### src/cubic_trajectory_interpolator_defines.svh
// assertion macros for the cubic trajectory interpolator
`ifndef CUBIC_TRAJECTORY_INTERPOLATOR_DEFINES_SVH
`define CUBIC_TRAJECTORY_INTERPOLATOR_DEFINES_SVH
`ifndef SYNTHESIS
`define CTI_ASSERT_IMP(lbl, ante, cons) \
	lbl: assert property (@(posedge clk) disable iff (!arst_n) (ante) |-> (cons)) \
		else $error("cti assertion failed");
`define CTI_ASSERT_NXT(lbl, ante, cons) \
	lbl: assert property (@(posedge clk) disable iff (!arst_n) (ante) |=> (cons)) \
		else $error("cti assertion failed");
`else
`define CTI_ASSERT_IMP(lbl, ante, cons)
`define CTI_ASSERT_NXT(lbl, ante, cons)
`endif
`endif

### src/ctip_pkg.sv
package ctip_pkg;
	localparam int POS_W  = 32;
	localparam int TICK_W = 16;
	localparam int COEF_W = 64;
	localparam int PROD_W = 48;

	localparam logic OP_GOAL = 1'b0;
	localparam logic OP_TICK = 1'b1;

	localparam logic [0:0] REG_DURATION = 1'b0;
	localparam logic [TICK_W-1:0] DUR_RESET = 16'd5000;

	function automatic logic [POS_W-1:0] sat32(input logic signed [COEF_W-1:0] v);
		logic [POS_W-1:0] r;
		if (v > 64'sd2147483647) r = 32'h7fff_ffff;
		else if (v < -64'sd2147483648) r = 32'h8000_0000;
		else r = v[POS_W-1:0];
		return r;
	endfunction
endpackage

### src/ctip_div.sv
module ctip_div import ctip_pkg::*; (
	input  logic              clk,
	input  logic              arst_n,
	input  logic              start,
	input  logic [TICK_W-1:0] num,
	input  logic [TICK_W-1:0] den,
	output logic              done,
	output logic [POS_W-1:0]  quo
);
	logic [TICK_W-1:0] r_q;
	logic [POS_W-1:0]  q_q;
	logic [4:0]        cnt_q;
	logic              busy_q;
	logic              done_q;
	logic [TICK_W:0]   r2;
	logic              ge;

	assign r2 = {r_q, 1'b0};
	assign ge = r2 >= {1'b0, den};

	always_ff @(posedge clk or negedge arst_n) begin
		if (!arst_n) begin
			busy_q <= 1'b0;
			done_q <= 1'b0;
			cnt_q  <= '0;
		end else begin
			done_q <= 1'b0;
			if (start) begin
				busy_q <= 1'b1;
				cnt_q  <= 5'd31;
			end else if (busy_q) begin
				cnt_q <= cnt_q - 5'd1;
				if (cnt_q == 5'd0) begin
					busy_q <= 1'b0;
					done_q <= 1'b1;
				end
			end
		end
	end

	always_ff @(posedge clk) begin
		if (start) begin
			r_q <= num;
			q_q <= '0;
		end else if (busy_q) begin
			r_q <= ge ? TICK_W'(r2 - {1'b0, den}) : r2[TICK_W-1:0];
			q_q <= {q_q[POS_W-2:0], ge};
		end
	end

	assign done = done_q;
	assign quo  = q_q;
endmodule

### src/ctip_imul.sv
module ctip_imul import ctip_pkg::*; (
	input  logic                     clk,
	input  logic                     arst_n,
	input  logic                     start,
	input  logic signed [POS_W-1:0]  a,
	input  logic [TICK_W-1:0]        b,
	output logic                     done,
	output logic signed [PROD_W-1:0] p
);
	logic signed [POS_W-1:0]  a_q;
	logic [TICK_W-1:0]        b_q;
	logic signed [PROD_W-1:0] acc_q;
	logic [3:0]               cnt_q;
	logic                     busy_q;
	logic                     done_q;

	always_ff @(posedge clk or negedge arst_n) begin
		if (!arst_n) begin
			busy_q <= 1'b0;
			done_q <= 1'b0;
			cnt_q  <= '0;
		end else begin
			done_q <= 1'b0;
			if (start) begin
				busy_q <= 1'b1;
				cnt_q  <= 4'd15;
			end else if (busy_q) begin
				cnt_q <= cnt_q - 4'd1;
				if (cnt_q == 4'd0) begin
					busy_q <= 1'b0;
					done_q <= 1'b1;
				end
			end
		end
	end

	// msb first shift-add
	always_ff @(posedge clk) begin
		if (start) begin
			a_q   <= a;
			b_q   <= b;
			acc_q <= '0;
		end else if (busy_q) begin
			acc_q <= (acc_q <<< 1) + (b_q[TICK_W-1] ? PROD_W'(a_q) : '0);
			b_q   <= {b_q[TICK_W-2:0], 1'b0};
		end
	end

	assign done = done_q;
	assign p    = acc_q;
endmodule

### src/ctip_fmul.sv
module ctip_fmul import ctip_pkg::*; (
	input  logic                     clk,
	input  logic                     arst_n,
	input  logic                     start,
	input  logic signed [COEF_W-1:0] a,
	input  logic [POS_W-1:0]         b,
	output logic                     done,
	output logic signed [COEF_W-1:0] p
);
	logic [COEF_W-1:0] m_q;
	logic [POS_W-1:0]  b_q;
	logic [COEF_W-1:0] acc_q;
	logic              neg_q;
	logic [4:0]        cnt_q;
	logic              busy_q;
	logic              done_q;
	logic [COEF_W:0]   sum;

	assign sum = {1'b0, acc_q} + (b_q[0] ? {1'b0, m_q} : '0);

	always_ff @(posedge clk or negedge arst_n) begin
		if (!arst_n) begin
			busy_q <= 1'b0;
			done_q <= 1'b0;
			cnt_q  <= '0;
		end else begin
			done_q <= 1'b0;
			if (start) begin
				busy_q <= 1'b1;
				cnt_q  <= 5'd31;
			end else if (busy_q) begin
				cnt_q <= cnt_q - 5'd1;
				if (cnt_q == 5'd0) begin
					busy_q <= 1'b0;
					done_q <= 1'b1;
				end
			end
		end
	end

	// lsb first, shift right each step: ends at floor(|a|*b / 2^32)
	always_ff @(posedge clk) begin
		if (start) begin
			neg_q <= a[COEF_W-1];
			m_q   <= a[COEF_W-1] ? (~a + 64'd1) : a;
			b_q   <= b;
			acc_q <= '0;
		end else if (busy_q) begin
			acc_q <= sum[COEF_W:1];
			b_q   <= {1'b0, b_q[POS_W-1:1]};
		end
	end

	assign done = done_q;
	assign p    = neg_q ? -$signed(acc_q) : $signed(acc_q);
endmodule

### src/cubic_trajectory_interpolator.sv
// Goal transfer: no result; busy computing the coefficients of each axis in turn.
// Tick transfer past the end or while idle: result is the end positions, sent via ST_PUSH.
// Tick transfer in motion: the result is computed after acceptance by the bit-serial divider
// and the shared serial multipliers, one bit a cycle, then sent via ST_PUSH.
// One item at a time; a held output stalls the next result in ST_PUSH, and with it input.
// Reset: idle, duration 5000, end position zero on every axis.
`include "cubic_trajectory_interpolator_defines.svh"
module cubic_trajectory_interpolator import ctip_pkg::*; #(
	parameter int AXES = 3
) (
	input  logic                    clk,
	input  logic                    arst_n,
	input  logic                    psel,
	input  logic                    penable,
	input  logic                    pwrite,
	input  logic [2:0]              paddr,
	input  logic [31:0]             pwdata,
	output logic [31:0]             prdata,
	output logic                    pready,
	input  logic                    s_tvalid,
	output logic                    s_tready,
	// start x.., speed x.., target x.., 32 bits each per axis
	input  logic [3*AXES*POS_W-1:0] s_tdata,
	// opcode
	input  logic [0:0]              s_tuser,
	output logic                    m_tvalid,
	input  logic                    m_tready,
	// setpoint x.., 32 bits each per axis
	output logic [AXES*POS_W-1:0]   m_tdata,
	// finished
	output logic [0:0]              m_tuser
);
	localparam int AXW = (AXES > 1) ? $clog2(AXES) : 1;

	typedef enum logic [8:0] {
		ST_IDLE = 9'b000000001,
		ST_GVT  = 9'b000000010,
		ST_DIV  = 9'b000000100,
		ST_S2   = 9'b000001000,
		ST_S3   = 9'b000010000,
		ST_VT   = 9'b000100000,
		ST_QM   = 9'b001000000,
		ST_CM   = 9'b010000000,
		ST_PUSH = 9'b100000000
	} state_t;

	state_t state_q;
	logic [TICK_W-1:0] dur_q, span_q, elapsed_q;
	logic moving_q;
	logic [AXW-1:0] ax_q, ax_nx;
	logic signed [POS_W-1:0]  orig_q [AXES];
	logic signed [POS_W-1:0]  speed_q [AXES];
	logic signed [POS_W-1:0]  end_q [AXES];
	logic signed [COEF_W-1:0] quad_q [AXES];
	logic signed [COEF_W-1:0] cubic_q [AXES];
	logic [POS_W-1:0] res_q [AXES];
	logic res_fin_q;
	logic [POS_W-1:0] s_q, s2_q, s3_q;
	logic signed [COEF_W-1:0] acc_q;
	logic m_tvalid_q;
	logic [AXES*POS_W-1:0] m_tdata_q;
	logic m_tuser_q;

	logic dv_go_q, im_go_q, fm_go_q;
	logic signed [POS_W-1:0] im_a_q;
	logic [TICK_W-1:0] im_b_q;
	logic signed [COEF_W-1:0] fm_a_q;
	logic [POS_W-1:0] fm_b_q;
	logic dv_done, im_done, fm_done;
	logic [POS_W-1:0] dv_q;
	logic signed [PROD_W-1:0] im_p;
	logic signed [COEF_W-1:0] fm_p;

	logic in_acc, cfg_wr, out_free;
	logic [TICK_W-1:0] el_n, dur_eff;
	logic signed [COEF_W-1:0] d_w, vt_w;

	assign pready   = 1'b1;
	assign cfg_wr   = psel && penable && pwrite && (paddr[2] == REG_DURATION);
	assign prdata   = (paddr[2] == REG_DURATION) ? {16'd0, dur_q} : 32'd0;
	assign s_tready = (state_q == ST_IDLE);
	assign in_acc   = s_tvalid && s_tready;
	assign out_free = !m_tvalid_q || m_tready;
	assign m_tvalid = m_tvalid_q;
	assign m_tdata  = m_tdata_q;
	assign m_tuser  = m_tuser_q;
	assign ax_nx    = ax_q + AXW'(1);
	assign el_n     = elapsed_q + TICK_W'(1);
	assign dur_eff  = (dur_q == '0) ? TICK_W'(1) : dur_q;
	assign d_w      = COEF_W'(end_q[ax_q]) - COEF_W'(orig_q[ax_q]);
	assign vt_w     = COEF_W'(im_p);

	ctip_div u_div (
		.clk(clk), .arst_n(arst_n), .start(dv_go_q), .num(elapsed_q), .den(span_q),
		.done(dv_done), .quo(dv_q)
	);
	ctip_imul u_imul (
		.clk(clk), .arst_n(arst_n), .start(im_go_q), .a(im_a_q), .b(im_b_q),
		.done(im_done), .p(im_p)
	);
	ctip_fmul u_fmul (
		.clk(clk), .arst_n(arst_n), .start(fm_go_q), .a(fm_a_q), .b(fm_b_q),
		.done(fm_done), .p(fm_p)
	);

	always_ff @(posedge clk or negedge arst_n) begin
		if (!arst_n) begin
			state_q    <= ST_IDLE;
			dur_q      <= DUR_RESET;
			span_q     <= TICK_W'(1);
			elapsed_q  <= '0;
			moving_q   <= 1'b0;
			ax_q       <= '0;
			m_tvalid_q <= 1'b0;
			dv_go_q    <= 1'b0;
			im_go_q    <= 1'b0;
			fm_go_q    <= 1'b0;
			for (int i = 0; i < AXES; i++) begin
				end_q[i] <= '0;
			end
		end else begin
			dv_go_q <= 1'b0;
			im_go_q <= 1'b0;
			fm_go_q <= 1'b0;
			if (cfg_wr) dur_q <= pwdata[TICK_W-1:0];
			if (m_tvalid_q && m_tready) m_tvalid_q <= 1'b0;
			unique case (state_q)
				ST_IDLE: begin
					if (in_acc) begin
						if (s_tuser[0] == OP_GOAL) begin
							for (int i = 0; i < AXES; i++) begin
								end_q[i] <= s_tdata[(2*AXES+i)*POS_W +: POS_W];
							end
							span_q    <= dur_eff;
							elapsed_q <= '0;
							moving_q  <= 1'b1;
							ax_q      <= '0;
							im_a_q    <= s_tdata[AXES*POS_W +: POS_W];
							im_b_q    <= dur_eff;
							im_go_q   <= 1'b1;
							state_q   <= ST_GVT;
						end else begin
							if (moving_q) elapsed_q <= el_n;
							if (moving_q && (el_n < span_q) && (el_n != '0)) begin
								dv_go_q <= 1'b1;
								state_q <= ST_DIV;
							end else begin
								moving_q <= 1'b0;
								state_q  <= ST_PUSH;
							end
						end
					end
				end
				ST_GVT: begin
					if (im_done) begin
						if (ax_q == AXW'(AXES - 1)) begin
							state_q <= ST_IDLE;
						end else begin
							ax_q    <= ax_nx;
							im_a_q  <= speed_q[ax_nx];
							im_go_q <= 1'b1;
						end
					end
				end
				ST_DIV: begin
					if (dv_done) begin
						fm_a_q  <= COEF_W'(dv_q);
						fm_b_q  <= dv_q;
						fm_go_q <= 1'b1;
						state_q <= ST_S2;
					end
				end
				ST_S2: begin
					if (fm_done) begin
						fm_a_q  <= COEF_W'(fm_p[POS_W-1:0]);
						fm_b_q  <= s_q;
						fm_go_q <= 1'b1;
						state_q <= ST_S3;
					end
				end
				ST_S3: begin
					if (fm_done) begin
						ax_q    <= '0;
						im_a_q  <= speed_q[0];
						im_b_q  <= elapsed_q;
						im_go_q <= 1'b1;
						state_q <= ST_VT;
					end
				end
				ST_VT: begin
					if (im_done) begin
						fm_a_q  <= quad_q[ax_q];
						fm_b_q  <= s2_q;
						fm_go_q <= 1'b1;
						state_q <= ST_QM;
					end
				end
				ST_QM: begin
					if (fm_done) begin
						fm_a_q  <= cubic_q[ax_q];
						fm_b_q  <= s3_q;
						fm_go_q <= 1'b1;
						state_q <= ST_CM;
					end
				end
				ST_CM: begin
					if (fm_done) begin
						if (ax_q == AXW'(AXES - 1)) begin
							state_q <= ST_PUSH;
						end else begin
							ax_q    <= ax_nx;
							im_a_q  <= speed_q[ax_nx];
							im_go_q <= 1'b1;
							state_q <= ST_VT;
						end
					end
				end
				ST_PUSH: begin
					if (out_free) begin
						m_tvalid_q <= 1'b1;
						state_q    <= ST_IDLE;
					end
				end
				default: state_q <= ST_IDLE;
			endcase
		end
	end

	always_ff @(posedge clk) begin
		if (in_acc && (s_tuser[0] == OP_GOAL)) begin
			for (int i = 0; i < AXES; i++) begin
				orig_q[i]  <= s_tdata[i*POS_W +: POS_W];
				speed_q[i] <= s_tdata[(AXES+i)*POS_W +: POS_W];
			end
		end
		if (in_acc && (s_tuser[0] == OP_TICK)) begin
			for (int i = 0; i < AXES; i++) begin
				res_q[i] <= end_q[i];
			end
			res_fin_q <= 1'b1;
		end
		if ((state_q == ST_GVT) && im_done) begin
			quad_q[ax_q]  <= d_w + (d_w <<< 1) - (vt_w <<< 1);
			cubic_q[ax_q] <= vt_w - (d_w <<< 1);
		end
		if ((state_q == ST_DIV) && dv_done) s_q <= dv_q;
		if ((state_q == ST_S2) && fm_done) s2_q <= fm_p[POS_W-1:0];
		if ((state_q == ST_S3) && fm_done) s3_q <= fm_p[POS_W-1:0];
		if ((state_q == ST_VT) && im_done) acc_q <= COEF_W'(orig_q[ax_q]) + COEF_W'(im_p);
		if ((state_q == ST_QM) && fm_done) acc_q <= acc_q + fm_p;
		if ((state_q == ST_CM) && fm_done) begin
			res_q[ax_q] <= sat32(acc_q + fm_p);
			res_fin_q   <= 1'b0;
		end
		if ((state_q == ST_PUSH) && out_free) begin
			for (int i = 0; i < AXES; i++) begin
				m_tdata_q[i*POS_W +: POS_W] <= res_q[i];
			end
			m_tuser_q <= res_fin_q;
		end
	end

	`CTI_ASSERT_IMP(a_div_moving, state_q == ST_DIV, moving_q)
	`CTI_ASSERT_IMP(a_ax_range, state_q != ST_IDLE, ax_q <= AXW'(AXES - 1))
	`CTI_ASSERT_NXT(a_push_valid, (state_q == ST_PUSH) && out_free, m_tvalid_q)
endmodule

### config.mk
export PLATFORM = sky130hd
export DESIGN_NAME = cubic_trajectory_interpolator
export DESIGN_NICKNAME = d
export VERILOG_FILES = /design/src/ctip_pkg.sv /design/src/ctip_div.sv /design/src/ctip_imul.sv /design/src/ctip_fmul.sv /design/src/cubic_trajectory_interpolator.sv
export VERILOG_INCLUDE_DIRS = /design/src /design/src/src
export SDC_FILE = /design/constraint.sdc
export NUM_CORES = 2
export LEC_CHECK = 0
export BUFFER_PORTS_ARGS = -buffer_cell sky130_fd_sc_hd__buf_2
export CAP_MARGIN = 20
export CELL_PAD_IN_SITES_DETAIL_PLACEMENT = 1
export CELL_PAD_IN_SITES_GLOBAL_PLACEMENT = 2
export CORE_ASPECT_RATIO = 1.5
export CORE_MARGIN = 8
export CORE_UTILIZATION = 42
export DETAILED_ROUTE_END_ITERATION = 10
export PLACE_DENSITY = 0.84
export REMOVE_ABC_BUFFERS = 1
export SLEW_MARGIN = 5
export SYNTH_ARGS = -nofsm -noshare
export SYNTH_HDL_FRONTEND = slang
export SYNTH_SLANG_ARGS = --single-unit
### constraint.sdc
create_clock -name clk -period 10.5 [get_ports clk]
set_input_delay 2.1 -clock clk [delete_from_list [all_inputs] [get_ports clk]]
set_output_delay 2.1 -clock clk [all_outputs]
set_load 0.01 [all_outputs]
==> summary.txt <==
Critical path
  • Crit Path Category: reg2reg
  • WP data arrival: 9850 ps
  • Worst reg-to-reg path cell count: 27
  • Crit path top cell by count: o21ai_0
  • Worst path slowest cell: dfrtp_4
  • Startpoint Class: flop
  • CP endpoint kind: flop
  • Critical path depth: 27
  • Crit path max-delay family: compound AO/OA/AOI/OAI gates
  • CP bufs+invs: 2
  • CP Max Fanout: 33
  • Slowest cell delay on critical path: 700 ps
  • Worst Path Required: 11,080 ps

GRT
  • Initial antenna violation count: 6
  • Gr ovfl total: 0
  • Pin count of the biggest net entering global routing: 155
  • Vias in the first global route: 63.17k
  • First-pass GRT wire length: 387,300 um
  • GRT Util Overall: 24.92%

STA
  • RSZ-0062 raised after global routing: false
  • Achievable frequency: 107.9 MHz
  • Hold_ws: 414.1 ps
  • Final setup vio count: 0
  • Max_slew headroom: 25.10%
  • Worst-Margin Slew: 1116 ps
  • Total negative slack: 0 ps
  • Final Hold Viols: 0
  • Fin crit period: 9269 ps
  • Setup Skew: 43.94 ps
  • Fin. max-slew vios: 0
  • Final worst path period share: 88.27%

Die
  • Die X: 369.4 um
  • Row count: 194
  • Chip Height: 546.0 um
  • Die area: 0.2017 mm2
  • Total core area: 0.1862 mm2
  • Initial core utilization: 42.25%
  • Top Ports: 463

Final layout
  • Nets: 8,338
  • Layout cell share with drive strength beyond 1: 12.38%
  • Most frequent cells in the layout: 1,133 x edfxtp_1, 858 x nand2_1, 515 x nor2_1
  • Register area: 0.04146 mm2
  • Area of the multi-input gates: 0.03515 mm2
  • Commonest non-fill, non-tap cell in the layout: edfxtp_1
  • Fin area: 0.08864 mm2
  • Area growth syn-to-layout: 12.68%
  • Fill cells: 19.92k

Min path
  • Type of the worst min-delay path: reg2reg
  • Hold Path Depth: 0

Yosys
  • Top post-synthesis cells by area: edfxtp_1 43%, ha_1 6.4%, dfrtp_1 5.5%
  • Avg Cell Area, Syn: 10.98 um2
  • Area share of the largest cell type after synthesis: 43.25%
  • Post-synth EDFFs: 1,133
  • Post-synthesis register bit count: 1,458
  • Cell taking the most area after synthesis: edfxtp_1
  • Seq/Total Area, Yosys: 52.68%
  • Asr flop ratio synth: 12.35%
  • Mapped cell area: 0.07866 mm2
  • Ys Warns: 0
  • Library cells used by synthesis: 95
  • Top FF cell, synth: edfxtp_1
  • Syn Inst Count: 7,167

CTS
  • Hold_buf cts: 0
  • CTS Buf Count: 156
  • H-tree levels: 4
  • Post-CTS Resized: 0
  • Postcts setup bufs: 0
  • Sink Count: 1,458
  • Clock Latency Late Sink: 820 ps
  • CTS tree: built
  • Maximum root-to-sink buffer count: 4
  • Worst-path clk slew: 70 ps
  • CTS Root Buffer Type: clkbuf_16

Placement
  • Hpwl dp: 194,900 um
  • Final GP Congestion: 0.8918
  • I/O Buffers: 427
  • Cell Area, Placed: 0.08362 mm2

Routing
  • Final WL: 260,500 um
  • # DRC: 0
  • Final ANT Viol Nets: 0
  • DR pass1 iterations: 8
  • Via/cell ratio: 5.743
  • Detailed-route wire length per cell: 25.70 um
  • Routed vias: 58.21k
  • Initial DRC Count: 3,474

Status
  • Status: finished clean

Run
  • Max_cap viols: 0
==> cells by family (layout without fill, tap and decap cells) <==
group                    count (synthesis)  count (layout)  share of synthesized area, %
adder cells (fa/ha/maj)                444             444                         7.444
multiplexers                           402             402                         5.282
AND/OR/NAND/NOR                       2109            2109                         12.39
flip-flops                            1458            1458                         52.68
buffers and inverters                  587            1071                         2.982
XOR/XNOR                               442             442                         4.945
other                                    2              37                      0.009547
AO/OA/AOI/OAI                         1723            1723                         14.27
==> cell usage after synthesis (105+ instances only) <==
cell and instances:
a21o_1 201, a21oi_1 425, and2_1 119, clkbuf_1 249, dfrtp_1 173, dfxtp_1 145
edfxtp_1 1133, ha_1 404, inv_1 274, mux2_2 105, mux2i_1 297, nand2_1 862
nand3_1 116, nor2_1 518, o21ai_0 423, xnor2_1 315, xor2_1 126
==> final timing paths <==
path	start	end	slack, ps
max in group asynchronous	arst_n	u_fmul.busy_q	7090
hold reg to reg	res_q[1][10]	m_tdata[42]	410
setup reg to reg	ax_q[0]	quad_q[1][47]	1230
hold / removal	res_q[1][10]	m_tdata[42]	410
setup / recovery	ax_q[0]	quad_q[1][47]	1230
min in group asynchronous	arst_n	span_q[4]	1230
==> registers in the layout, summed over array words and instances (netlist names), 48 cells and up <==
name          count
m_tdata          96
res_q            96
fm_a_q           50
u_imul.p         48
cubic_q         147
orig_q           96
speed_q          96
u_fmul.acc_q     64
acc_q            64
u_fmul.m_q       64
end_q            96
quad_q          150
==> layer usage <==
layer / track usage [%] / share of wire [%]
met4: 15.69 / 7.5
met3: 3.067 / 3.7
met5: 0 / 0
met1: 26.47 / 36
met2: 46.34 / 52
==> stage by stage <==
| stage | utilization, % | instances | setup slack (ps) |
|---|---|---|---|
| 2_1_floorplan | - | 6883 | -3300 |
| 3_3_place_gp | 44.90 | 9851 | 1291 |
| 3_5_place_dp | 44.91 | 9853 | 1277 |
| 4_1_cts | 47.58 | 10128 | 1212 |
| 5_1_grt | 47.61 | 10132 | 809.2 |
| 6_report | 47.61 | 10136 | 1231 |
==> area by class of cell <==
cell class,instances,area share (%)
flip-flops and latches,1458,46.77
multi-input cells,5151,39.65
clock buffers,196,4.723
well taps,2450,3.458
repair buffers,522,3.337
inverters,274,1.169
clock inverters,79,0.8709
diodes,6,0.01694
==> worst register-to-register path, cell delays in order (launching register included) <==
cell and delay, ps:
dfrtp_4 700, buf_4 440, buf_4 590, mux2i_1 270, o21a_1 230, ha_1 320
o21a_1 220, o21ai_0 140, a31oi_1 90, a221o_1 480, a211oi_1 620, o311a_1 340
nor2_1 90, o21a_1 190, o21ai_0 560, o21ai_0 200, xor2_1 370, fa_1 500
ha_1 400, and3_1 250, and3_1 190, a21o_1 280, a211o_1 360, a31oi_1 420
o21ai_0 230, a21o_1 210, a21oi_1 160, xnor2_1 210
Power is not shown: default switching activity piles up to over one toggle a cycle in this logic, so the estimate is an artifact.
